==> src/design/iva_pkg.sv <==
// Shared types and constants for the interrupt vector allocator.
// Used by iva_ctrl, iva_datapath and the top level; depends on nothing.
package iva_pkg;

   localparam logic [1:0] MODE_RESERVE   = 2'd0;
   localparam logic [1:0] MODE_ALLOC_ONE = 2'd1;
   localparam logic [1:0] MODE_ALLOC_RUN = 2'd2;

   localparam int MODE_W    = 2;
   localparam int VEC_W     = 8;
   localparam int HANDLER_W = 64;
   localparam int LEN_W     = 9;

   // Commands from the controller to the datapath.
   typedef struct packed {
      logic load;          // capture a new request word
      logic scan_step;     // advance the scan by one vector
      logic clear_write;   // free the vector under the index
      logic clear_next;    // move the clearing pass to the next vector
      logic reserve_write; // mark and store at the requested vector
      logic alloc_write;   // mark and store at the scanned vector
      logic run_found;     // capture the start of the found run
      logic mark_write;    // mark the vector under the index as used
      logic mark_next;     // step the marking pass back by one vector
      logic finish;        // latch the result and strobe it
      logic grant;         // result is a success
   } cmd_type;

   // Status from the datapath to the controller.
   typedef struct packed {
      logic [MODE_W-1:0] mode;
      logic              vec_in_range;
      logic              len_ok;
      logic              cur_free;
      logic              last_idx;
      logic              run_complete;
      logic              at_base;
   } status_type;

endpackage

==> src/design/interrupt_vector_allocator.sv <==
// Interrupt vector allocator: reserve requests and refused checks end in the check state;
// allocate-one and run requests scan the vectors, and a granted run is then marked: the
// scan reads one used mark per cycle and the found run is marked one vector per cycle.
// One request at a time; busy drops as the result strobe rises, so the next word is
// accepted at the edge that ends it. Reset starts a clearing pass, busy high, that frees
// every vector.
module interrupt_vector_allocator #(
   parameter int VECTOR_COUNT = 256
) (
   input  logic                          clock,
   input  logic                          reset,
   input  logic                          start,
   output logic                          busy,
   input  logic [iva_pkg::MODE_W-1:0]    req_mode,
   input  logic [iva_pkg::VEC_W-1:0]     req_vector_number,
   input  logic [iva_pkg::HANDLER_W-1:0] req_handler_address,
   input  logic [iva_pkg::LEN_W-1:0]     req_run_length,
   output logic                          rsp_valid,
   output logic [iva_pkg::VEC_W-1:0]     rsp_granted_vector,
   output logic                          rsp_success
);

   iva_pkg::cmd_type    cmd;
   iva_pkg::status_type status;

   iva_ctrl u_ctrl (
      .clock  (clock),
      .reset  (reset),
      .start  (start),
      .busy   (busy),
      .status (status),
      .cmd    (cmd)
   );

   iva_datapath #(
      .VECTOR_COUNT (VECTOR_COUNT)
   ) u_datapath (
      .clock               (clock),
      .reset               (reset),
      .cmd                 (cmd),
      .status              (status),
      .req_mode            (req_mode),
      .req_vector_number   (req_vector_number),
      .req_handler_address (req_handler_address),
      .req_run_length      (req_run_length),
      .rsp_valid           (rsp_valid),
      .rsp_granted_vector  (rsp_granted_vector),
      .rsp_success         (rsp_success)
   );

   // An accepted word always keeps the block busy for at least the next cycle.
   assert property (@(posedge clock) disable iff (reset)
      start && !busy |=> busy)
      else $error("accepted request did not raise busy");

   // A result word appears only once the request is done.
   assert property (@(posedge clock) disable iff (reset)
      rsp_valid |-> !busy && $past(busy))
      else $error("result strobe outside the end of a request");

   // A refused request reports vector zero.
   assert property (@(posedge clock) disable iff (reset)
      rsp_valid && !rsp_success |-> rsp_granted_vector == '0)
      else $error("refused request with nonzero vector");

endmodule

==> src/design/iva_ctrl.sv <==
// Controller state machine of the interrupt vector allocator.
// Depends on iva_pkg; drives iva_datapath through cmd_type and reads status_type.
module iva_ctrl (
   input  logic                clock,
   input  logic                reset,
   input  logic                start,
   output logic                busy,
   input  iva_pkg::status_type status,
   output iva_pkg::cmd_type    cmd
);

   typedef enum logic [2:0] {
      ST_CLEAR,
      ST_IDLE,
      ST_CHECK,
      ST_SCAN,
      ST_MARK
   } state_type;

   state_type state_ff;
   state_type state_in;
   logic      busy_ff;

   always_comb begin
      cmd      = '0;
      state_in = state_ff;
      unique case (state_ff)
         ST_CLEAR: begin
            cmd.clear_write = 1'b1;
            if (status.last_idx) begin
               state_in = ST_IDLE;
            end else begin
               cmd.clear_next = 1'b1;
            end
         end
         ST_IDLE: begin
            if (start) begin
               cmd.load = 1'b1;
               state_in = ST_CHECK;
            end
         end
         ST_CHECK: begin
            priority if (status.mode == iva_pkg::MODE_RESERVE) begin
               cmd.finish        = 1'b1;
               cmd.grant         = status.vec_in_range;
               cmd.reserve_write = status.vec_in_range;
               state_in          = ST_IDLE;
            end else if (status.mode == iva_pkg::MODE_ALLOC_ONE) begin
               state_in = ST_SCAN;
            end else if (status.mode == iva_pkg::MODE_ALLOC_RUN && status.len_ok) begin
               state_in = ST_SCAN;
            end else begin
               cmd.finish = 1'b1;
               state_in   = ST_IDLE;
            end
         end
         ST_SCAN: begin
            if (status.mode == iva_pkg::MODE_ALLOC_ONE) begin
               priority if (status.cur_free) begin
                  cmd.alloc_write = 1'b1;
                  cmd.finish      = 1'b1;
                  cmd.grant       = 1'b1;
                  state_in        = ST_IDLE;
               end else if (status.last_idx) begin
                  cmd.finish = 1'b1;
                  state_in   = ST_IDLE;
               end else begin
                  cmd.scan_step = 1'b1;
               end
            end else begin
               priority if (status.cur_free && status.run_complete) begin
                  cmd.run_found = 1'b1;
                  state_in      = ST_MARK;
               end else if (status.last_idx) begin
                  cmd.finish = 1'b1;
                  state_in   = ST_IDLE;
               end else begin
                  cmd.scan_step = 1'b1;
               end
            end
         end
         ST_MARK: begin
            // The run is marked from its last vector back to its start.
            cmd.mark_write = 1'b1;
            if (status.at_base) begin
               cmd.finish = 1'b1;
               cmd.grant  = 1'b1;
               state_in   = ST_IDLE;
            end else begin
               cmd.mark_next = 1'b1;
            end
         end
         default: begin
            state_in = ST_IDLE;
         end
      endcase
   end

   always_ff @(posedge clock) begin
      if (reset) begin
         state_ff <= ST_CLEAR;
         busy_ff  <= 1'b1;
      end else begin
         state_ff <= state_in;
         busy_ff  <= (state_in != ST_IDLE);
      end
   end

   assign busy = busy_ff;

endmodule

==> src/design/iva_datapath.sv <==
// Datapath of the interrupt vector allocator: request registers, scan counters,
// used-mark memory, handler memory and result registers. Depends on iva_pkg.
module iva_datapath #(
   parameter int VECTOR_COUNT = 256
) (
   input  logic                              clock,
   input  logic                              reset,
   input  iva_pkg::cmd_type                  cmd,
   output iva_pkg::status_type               status,
   input  logic [iva_pkg::MODE_W-1:0]        req_mode,
   input  logic [iva_pkg::VEC_W-1:0]         req_vector_number,
   input  logic [iva_pkg::HANDLER_W-1:0]     req_handler_address,
   input  logic [iva_pkg::LEN_W-1:0]         req_run_length,
   output logic                              rsp_valid,
   output logic [iva_pkg::VEC_W-1:0]         rsp_granted_vector,
   output logic                              rsp_success
);

   localparam int IDX_W = $clog2(VECTOR_COUNT);
   localparam int CNT_W = $clog2(VECTOR_COUNT + 1);
   localparam logic [iva_pkg::LEN_W-1:0] COUNT_LEN = iva_pkg::LEN_W'(VECTOR_COUNT);
   localparam logic [IDX_W-1:0] LAST_IDX = IDX_W'(VECTOR_COUNT - 1);

   logic [iva_pkg::MODE_W-1:0]    mode_ff;
   logic [iva_pkg::VEC_W-1:0]     vec_ff;
   logic [iva_pkg::HANDLER_W-1:0] handler_ff;
   logic [iva_pkg::LEN_W-1:0]     len_ff;
   logic [IDX_W-1:0]              idx_ff;
   logic [IDX_W-1:0]              idx_in;
   logic [CNT_W-1:0]              found_ff;
   logic [IDX_W-1:0]              base_ff;
   logic                          used_rd_ff;
   logic                          rsp_valid_ff;
   logic [iva_pkg::VEC_W-1:0]     rsp_vec_ff;
   logic                          rsp_success_ff;

   logic                          used_mem [VECTOR_COUNT];
   logic [iva_pkg::HANDLER_W-1:0] handler_mem [VECTOR_COUNT];

   logic [iva_pkg::LEN_W-1:0] found_next;
   logic [IDX_W-1:0]          run_start;
   logic [IDX_W-1:0]          wr_addr;
   logic                      wr_en;
   logic                      mark_en;
   logic                      mark_data;
   logic [iva_pkg::VEC_W-1:0] result_vec;

   assign found_next = iva_pkg::LEN_W'(found_ff) + iva_pkg::LEN_W'(1);
   assign run_start  = (found_ff == '0) ? idx_ff : base_ff;
   assign wr_en      = cmd.reserve_write | cmd.alloc_write;
   assign wr_addr    = cmd.reserve_write ? vec_ff[IDX_W-1:0] : idx_ff;
   assign mark_en    = wr_en | cmd.clear_write | cmd.mark_write;
   assign mark_data  = !cmd.clear_write;

   always_comb begin
      priority if (cmd.load) begin
         idx_in = '0;
      end else if (cmd.scan_step || cmd.clear_next) begin
         idx_in = idx_ff + IDX_W'(1);
      end else if (cmd.mark_next) begin
         idx_in = idx_ff - IDX_W'(1);
      end else begin
         idx_in = idx_ff;
      end
   end

   always_comb begin
      status.mode         = mode_ff;
      status.vec_in_range = ({1'b0, vec_ff} < COUNT_LEN);
      status.len_ok       = (len_ff != '0) && (len_ff <= COUNT_LEN);
      status.cur_free     = !used_rd_ff;
      status.last_idx     = (idx_ff == LAST_IDX);
      status.run_complete = (found_next == len_ff);
      status.at_base      = (idx_ff == base_ff);
   end

   always_comb begin
      unique case (mode_ff)
         iva_pkg::MODE_RESERVE:   result_vec = vec_ff;
         iva_pkg::MODE_ALLOC_ONE: result_vec = iva_pkg::VEC_W'(idx_ff);
         default:                 result_vec = iva_pkg::VEC_W'(base_ff);
      endcase
   end

   always_ff @(posedge clock) begin
      if (cmd.load) begin
         mode_ff    <= req_mode;
         vec_ff     <= req_vector_number;
         handler_ff <= req_handler_address;
         len_ff     <= req_run_length;
      end
      if (cmd.finish) begin
         rsp_vec_ff <= cmd.grant ? result_vec : '0;
      end
   end

   always_ff @(posedge clock) begin
      if (reset) begin
         idx_ff         <= '0;
         found_ff       <= '0;
         base_ff        <= '0;
         rsp_valid_ff   <= 1'b0;
         rsp_success_ff <= 1'b0;
      end else begin
         idx_ff       <= idx_in;
         rsp_valid_ff <= cmd.finish;
         if (cmd.finish) begin
            rsp_success_ff <= cmd.grant;
         end
         if (cmd.load) begin
            found_ff <= '0;
         end else if (cmd.scan_step) begin
            if (status.cur_free) begin
               if (found_ff == '0) begin
                  base_ff <= idx_ff;
               end
               found_ff <= found_next[CNT_W-1:0];
            end else begin
               found_ff <= '0;
            end
         end else if (cmd.run_found) begin
            base_ff <= run_start;
         end
      end
   end

   // The mark read is addressed by the next index, so its registered data
   // always belongs to the vector under idx_ff.
   always_ff @(posedge clock) begin
      if (mark_en) begin
         used_mem[wr_addr] <= mark_data;
      end
      used_rd_ff <= used_mem[idx_in];
   end

   always_ff @(posedge clock) begin
      if (wr_en) begin
         handler_mem[wr_addr] <= handler_ff;
      end
   end

   assign rsp_valid          = rsp_valid_ff;
   assign rsp_granted_vector = rsp_vec_ff;
   assign rsp_success        = rsp_success_ff;

   // A granted vector is marked used by the time its result is shown.
   assert property (@(posedge clock) disable iff (reset)
      rsp_valid_ff && rsp_success_ff |-> used_mem[rsp_vec_ff[IDX_W-1:0]])
      else $error("granted vector is not marked used");

   // Allocate-one only writes to a vector that was free.
   assert property (@(posedge clock) disable iff (reset)
      cmd.alloc_write |-> status.cur_free)
      else $error("allocation of a used vector");

   // Marking never walks below the start of the found run.
   assert property (@(posedge clock) disable iff (reset)
      cmd.mark_write |-> idx_ff >= base_ff)
      else $error("run marking left the found run");

endmodule
==> config.mk <==
export PLATFORM = sky130hd
export DESIGN_NAME = interrupt_vector_allocator
export DESIGN_NICKNAME = d
export VERILOG_FILES = /design/src/design/iva_pkg.sv /design/src/design/interrupt_vector_allocator.sv /design/src/design/iva_ctrl.sv /design/src/design/iva_datapath.sv
export SDC_FILE = /design/constraint.sdc
export NUM_CORES = 1
export LEC_CHECK = 0
export BUFFER_PORTS_ARGS = -buffer_cell sky130_fd_sc_hd__buf_4
export CORE_MARGIN = 2
export CORE_UTILIZATION = 40
export DETAILED_ROUTE_END_ITERATION = 10
export PLACE_DENSITY = 0.58
export SLEW_MARGIN = 20
export SYNTH_ARGS = -nofsm -noshare
export SYNTH_HDL_FRONTEND = slang
export SYNTH_SLANG_ARGS = --single-unit
==> constraint.sdc <==
create_clock -name clock -period 8.2 [get_ports clock]
set_clock_uncertainty 0.1 [all_clocks]
set_input_delay 0.41 -clock clock [delete_from_list [all_inputs] [get_ports clock]]
set_output_delay 0.41 -clock clock [all_outputs]
set_load 0.03 [all_outputs]
* Word level (Yosys, flattened, before mapping)
Memory sizes are Yosys's and may differ from the RTL's. A register that Yosys moved wholly into a read port is not among the register bits.
Cells that the tools add are included.
** Operators by class
- Bitwise logic cells :: 4
- Multipliers :: 0
- Add/sub/neg operators :: 3
- Shifts and indexed selects :: 0
- Mux-type cells :: 48
- $lt $le $gt $ge :: 1
- Divide/modulo/power cells :: 0
- Equal/unequal tests :: 11
- Reductions and logical operators :: 13
** Operators with widths (number)
- $mux W8 :: 8
- $mux W1 :: 23
- $mux W3 :: 7
- $pmux W8 S2 :: 1
- $pmux W3 S5 :: 1
- $mux W2 :: 6
- $add A9 B1 Y9 const B :: 1
- $eq A9 B9 Y1 :: 1
- $le A9 B9 Y1 const B :: 1
- $logic_not A9 Y1 :: 1
- $mux W9 :: 1
- $reduce_bool A9 Y1 :: 1
- $add A8 B1 Y8 const B :: 1
- $eq A8 B8 Y1 :: 1
- $eq A8 B8 Y1 const B :: 1
- $sub A8 B1 Y8 const B :: 1
- $eq A3 B2 Y1 const B :: 2
- $pmux W2 S3 :: 1
- $eq A3 B1 Y1 const B :: 1
- $eq A3 B3 Y1 const B :: 1
- $logic_and A1 B1 Y1 :: 3
- $logic_not A3 Y1 :: 1
- $ne A3 B1 Y1 const B :: 1
- $or A1 B1 Y1 :: 3
- other kinds (10) :: 11
** Word-level totals
- Input port bits :: 86
- Bits in registers :: 58
- Memories :: 1
- Bits in latches :: 0
- Bits in read-only memories :: 0
- Logic and storage cells :: 92
- Output and inout port bits :: 11
- RAM bits :: 256
** Memory list
- u_datapath.used_mem :: words 256, bits a word 1, rd ports 1, clocked after Yosys merged registers in 1, write ports 1, line iva_datapath.sv:37 : logic used_mem [VECTOR_COUNT];

* Longest topological paths before layout
- Depth after elaboration :: 11
- Gate-level depth with buffers :: 22
- Gate-level depth less buffers :: 17

* Hierarchy
A second synthesis with hierarchy kept.
** Second synthesis, totals
- Cell total of the unflattened synthesis :: 1376
- Area, all modules :: 14859.3 um2
** Modules (own cells, without submodules)
- iva_datapath :: cells an instance 1334, times used 1, area each 14487.6 um2, seq. area each 9058.7 um2
- iva_ctrl :: cells an instance 42, times used 1, area each 371.6 um2, seq. area each 80.1 um2

* Worst setup path before layout
No wires, ideal clock.
- Kind :: register -> register
- Start :: reg u_ctrl.state_ff[0]
- End :: reg u_datapath.used_rd_ff (read register of u_datapath.used_mem)
- Path slack :: 1.971 ns
- Stages on the path, launching flop included :: 14
- Data required time :: 7.970 ns
- Arrival time :: 5.999 ns
- Clock period less this slack :: 6.229 ns
- Buffers on the path :: 2
- Setup time :: 0.130 ns
- Cell sequence :: dfxtp_1 > clkbuf_1 > or3_1 > or2_2 > nand2_4 > a21oi_2 > mux2_2 > nand2_1 > buf_2 > o22ai_1 > a221o_1 > a211o_1 > a22oi_1 > o211ai_1
** On the way
- Word-level cells in the longest chain between the ends :: 5
- Elaborated cells on any way between the ends :: 12
- Classes of those cells :: 3 x eq/ne; 7 x mux; 2 x reduce/logical
** RTL lines
- start, declared :: line iva_ctrl.sv:20 : state_type state_ff;
- start signal, assigned :: line iva_ctrl.sv:104 : state_ff <= state_in;
- $eq A3 B3 Y1 (tied with other cells) :: line iva_ctrl.sv:27 : unique case (state_ff)
- $mux W2 / $mux W1 (equally long branches) :: line iva_ctrl.sv:27
- $mux W8 / $logic_or A1 B1 Y1 (equally long branches) :: line iva_datapath.sv:60, iva_datapath.sv:58
- $mux W8 :: line iva_datapath.sv:58 : end else if (cmd.scan_step || cmd.clear_next) begin
- $mux W8 * :: line iva_datapath.sv:56 : priority if (cmd.load) begin
- end, declared :: line iva_datapath.sv:32 : logic used_rd_ff;
Mark *: on every way between the ends. The rest lies on a longest branch, timed or not.
A chain may end at the register's enable or synchronous reset.

* Worst setup path after layout
- Start :: reg u_datapath.found_ff[0]
- End :: reg u_datapath.used_rd_ff (read register of u_datapath.used_mem)
** On the way
- Word-level cells in the longest chain between the ends :: 9
** RTL lines
- start, declared :: line iva_datapath.sv:30 : logic [CNT_W-1:0] found_ff;
- start signal, assigned :: line iva_datapath.sv:117 : found_ff <= found_next[CNT_W-1:0];
- $add A9 B1 Y9 :: line iva_datapath.sv:48 : assign found_next = iva_pkg::LEN_W'(found_ff) + iva_pkg::LEN_W'(1);
- $eq A9 B9 Y1 :: line iva_datapath.sv:73 : status.run_complete = (found_next == len_ff);
- $logic_and A1 B1 Y1 :: line iva_ctrl.sv:71 : priority if (status.cur_free && status.run_complete) begin
- $mux W1 :: line iva_ctrl.sv:71
- $mux W1 :: line iva_ctrl.sv:58 : if (status.mode == iva_pkg::MODE_ALLOC_ONE) begin
- $mux W1 :: line iva_ctrl.sv:27
- $logic_or A1 B1 Y1 :: line iva_datapath.sv:58
- $mux W8 :: line iva_datapath.sv:58
- $mux W8 :: line iva_datapath.sv:56
No other way between the ends.

==> run metrics <==
All-Layer GR Usage 0.193; sequential fraction of the synthesis area 0.616; CP max stage cell a21o_2; Post-layout nets 1444; pwr dens between 200 and 250 nW/um^2; Iteration-0 DRC Markers slightly above 800; H-tree depth 2; Yosys reg bits about 320; Post-synth EDFFs about 280; ANT nets after route 0; Worst setup EP type flop; Least-Margin Pin Slew roughly 1.1 ns; die area roughly 39000 sq um; port bufs 32; Die Y 197 um; initial core utilization 0.406; area of the core 36500 sq um; Finish-stage setup viols 0; Comb power frac 0.119; clk buf depth 3; vias in the first global route between 9000 and 10000; commonest non-fill, non-tap cell in the layout nor2_1; Slew headroom 0.248; fraction of registers with async set/reset 0; Worst Setup Slack, final around 2.6 ns; Reg area 9140 sq um; Worst Hold Class primary input to flop; most frequent cells in the layout nor2_1, edfxtp_1, nand2_1, a21oi_1, mux2i_1; initial antenna violation count 0; Setup Slack @ Placement approximately 2.6 ns; main flop type after synthesis edfxtp_1; TritonCTS buffer count 36; Skew-Pair Late Insertion Delay between 0.5 and 0.6 ns; fin crit share 0.681; fraction of layout cells with a size suffix above 1 0.0922; pin count of the biggest net entering global routing 143; Via Count a little over 10000; mapped cell area between 10000 and 15000 sq um; placed cell area 15300 sq um; filler instances ~3400; Required @ worst endpoint around 8.5 ns; Peak VDD IR ~0.12 mV; Mean Syn Cell Area about 11 sq um; Final Hold Viols 0; global-route wire length before repair ~57000 um; CP cell instances inv_1, ha_1, xor2_1, a2111oi_2, nand3_1, nor4_4, a31o_2, nand2_4, a21oi_2, a21o_2, buf_4, buf_4, nand2_1, a22o_1, o22ai_1, a221oi_1, o22ai_1, a211oi_1, o211ai_1; Max Fanout on Critical Path 30; Sw Share 0.251; number of diodes 0; routed len/inst ~20 um; post-synth cell types 74; Final min period around 5.6 ns; final setup TNS 0 ns; hold-fix buffers at CTS 19; CTS resizes 0; worst path arrival time about 5.9 ns; maxcap violations 0; CTS tree done; highest clock rate ~180 MHz; Residual DRC 0; HPWL after detailed placement about 21000 um; final wirelength about 37000 um; internal power between 2000 and 3000 uW; FP Rows 70; multi-input logic area roughly 5000 sq um; Chip Width roughly 200 um; status completed; longest individual stage delay on the worst path between 0.5 and 0.6 ns; RSZ-0062 raised after global routing no; postcts setup bufs 0; CP startpoint kind flop; I/O pin count 97; top-area cell type share of the netlist area 0.573; Leak Pwr about 0.0055 uW; total grt overflow 0; Finished Cell Area 16600 sq um; synthesis-to-layout area growth 11.7%; Final Max Slew Viols 0; Final GP Congestion 0.811; Crit Path Category flop to flop; Syn Inst Count ~1300; Worst-path clk slew ~0.060 ns; Yosys warning count 0; post-synth top area cell edfxtp_1; Pre-antenna DRT Iters 5; clock root cell clkbuf_16; sequential cell fraction of total power 0.469; via/cell ratio about 5.6; Clock Power Share 0.412; Syn Nets around 1400; clock tree sinks around 320; sw power around 930 uW; leading post-synthesis cells by cell area edfxtp_1, nor2_1, dfxtp_1
-- layer usage --
metal  part of all wire  GRT usage
met5                  0          0
met4              0.027     0.0609
met3              0.054     0.0322
met2               0.47      0.322
met1               0.45      0.257
-- cell type report --
class                           instances  share of cell area
Inverter                               11             0.00249
Clock buffer                           46              0.0585
Clock inverter                         16             0.00831
Timing Repair Buffer                   66              0.0345
Sequential cell                       315               0.552
Multi-Input combinational cell        924               0.309
Tap cell                              468              0.0353
-- power by group through the flow --
stage               logic, uW  clock network (uW)  registers [uW]
finish                    440                1530            1740
global route              482                1610            1740
CTS                       443                1550            1740
detailed placement        434                   0            1770
global placement          430                   0            1770
floorplan                 345                   0            1770
-- synth_stat cells (3+ instances only) --
| cell type | n |
|---|---|
| dfxtp_1 | 32 |
| buf_6 | 15 |
| or3_1 | 3 |
| a31oi_1 | 6 |
| o31ai_1 | 3 |
| and3_1 | 3 |
| xor2_1 | 14 |
| nand2_1 | 165 |
| mux2_2 | 6 |
| a221oi_1 | 7 |
| buf_2 | 19 |
| ha_1 | 4 |
| nor2b_1 | 14 |
| a32oi_1 | 3 |
| inv_1 | 11 |
| edfxtp_1 | 283 |
| xnor2_1 | 7 |
| nor4_1 | 10 |
| clkbuf_1 | 50 |
| a22o_1 | 11 |
| buf_4 | 11 |
| nand3b_1 | 7 |
| o32ai_1 | 6 |
| nand3_1 | 24 |
| nor2_1 | 315 |
| o21ai_0 | 21 |
| nand2b_1 | 7 |
| a221o_1 | 3 |
| nand4b_1 | 3 |
| o22ai_1 | 8 |
| a21oi_1 | 92 |
| a211oi_1 | 17 |
| a22oi_1 | 25 |
| nand4_1 | 13 |
| and2_1 | 5 |
| a32o_1 | 3 |
| nor3b_1 | 3 |
| mux2i_1 | 64 |
| a211o_1 | 4 |
| nor3_1 | 4 |
| a21o_1 | 4 |
-- through the flow --
| stage | std cells | total power, uW | utilization | hold WS (ns) |
|---|---|---|---|---|
| floorplan | 1348 | 2110 | - | 0.364 |
| global placement | 1765 | 2200 | 0.418 | 0.345 |
| detailed placement | 1765 | 2210 | 0.418 | 0.355 |
| CTS | 1846 | 3740 | 0.453 | 0.113 |
| global route | 1846 | 3830 | 0.454 | 0.122 |
| finish | 1846 | 3710 | 0.454 | 0.124 |
-- state kept, by name, indices dropped and copies added (netlist names) --
| name | count |
|---|---|
| u_ctrl.busy | 1 |
| u_ctrl.state_ff | 3 |
| u_datapath.base_ff | 8 |
| u_datapath.found_ff | 9 |
| u_datapath.idx_ff | 8 |
| u_datapath.len_ff | 9 |
| u_datapath.mode_ff | 2 |
| u_datapath.rsp_granted_vector | 8 |
| u_datapath.rsp_success | 1 |
| u_datapath.rsp_valid | 1 |
| u_datapath.used_mem | 256 |
| u_datapath.used_rd_ff | 1 |
| u_datapath.vec_ff | 8 |
-- critical path: cells and delay by family (launching register included) --
| family | cells | cell delay (ns) |
|---|---|---|
| compound gates | 10 | 2.70 |
| buf+inv | 3 | 0.92 |
| simple gates | 4 | 0.74 |
| flops | 1 | 0.46 |
| xor+xnor | 1 | 0.19 |
| fa+ha+maj | 1 | 0.33 |
-- kinds of logic (layout without fill, tap and decap cells) --
| group | Yosys count | in the layout | share of synthesized area |
|---|---|---|---|
| simple gates | 595 | 595 | 0.174 |
| flops | 315 | 315 | 0.616 |
| compound gates | 231 | 231 | 0.103 |
| buf+inv | 109 | 139 | 0.0403 |
| mux | 73 | 73 | 0.0502 |
| xor+xnor | 21 | 21 | 0.0124 |
| fa+ha+maj | 4 | 4 | 0.00337 |
-- final timing paths --
check / start / to / slack (ns) / depth (start not counted)
min: reset / u_datapath.base_ff[6]$_SDFFE_PP0P_ / 0.12 / 2
min reg2reg: u_datapath.rsp_success$_SDFFE_PP0P_ / u_datapath.rsp_success$_SDFFE_PP0P_ / 0.36 / 2
max reg2reg: u_datapath.found_ff[0]$_SDFFE_PP0N_ / u_datapath.used_rd_ff$_DFF_P_ / 2.62 / 19
max: u_datapath.found_ff[0]$_SDFFE_PP0N_ / u_datapath.used_rd_ff$_DFF_P_ / 2.62 / 19
Note: power is estimated with default switching activity, not from simulation.
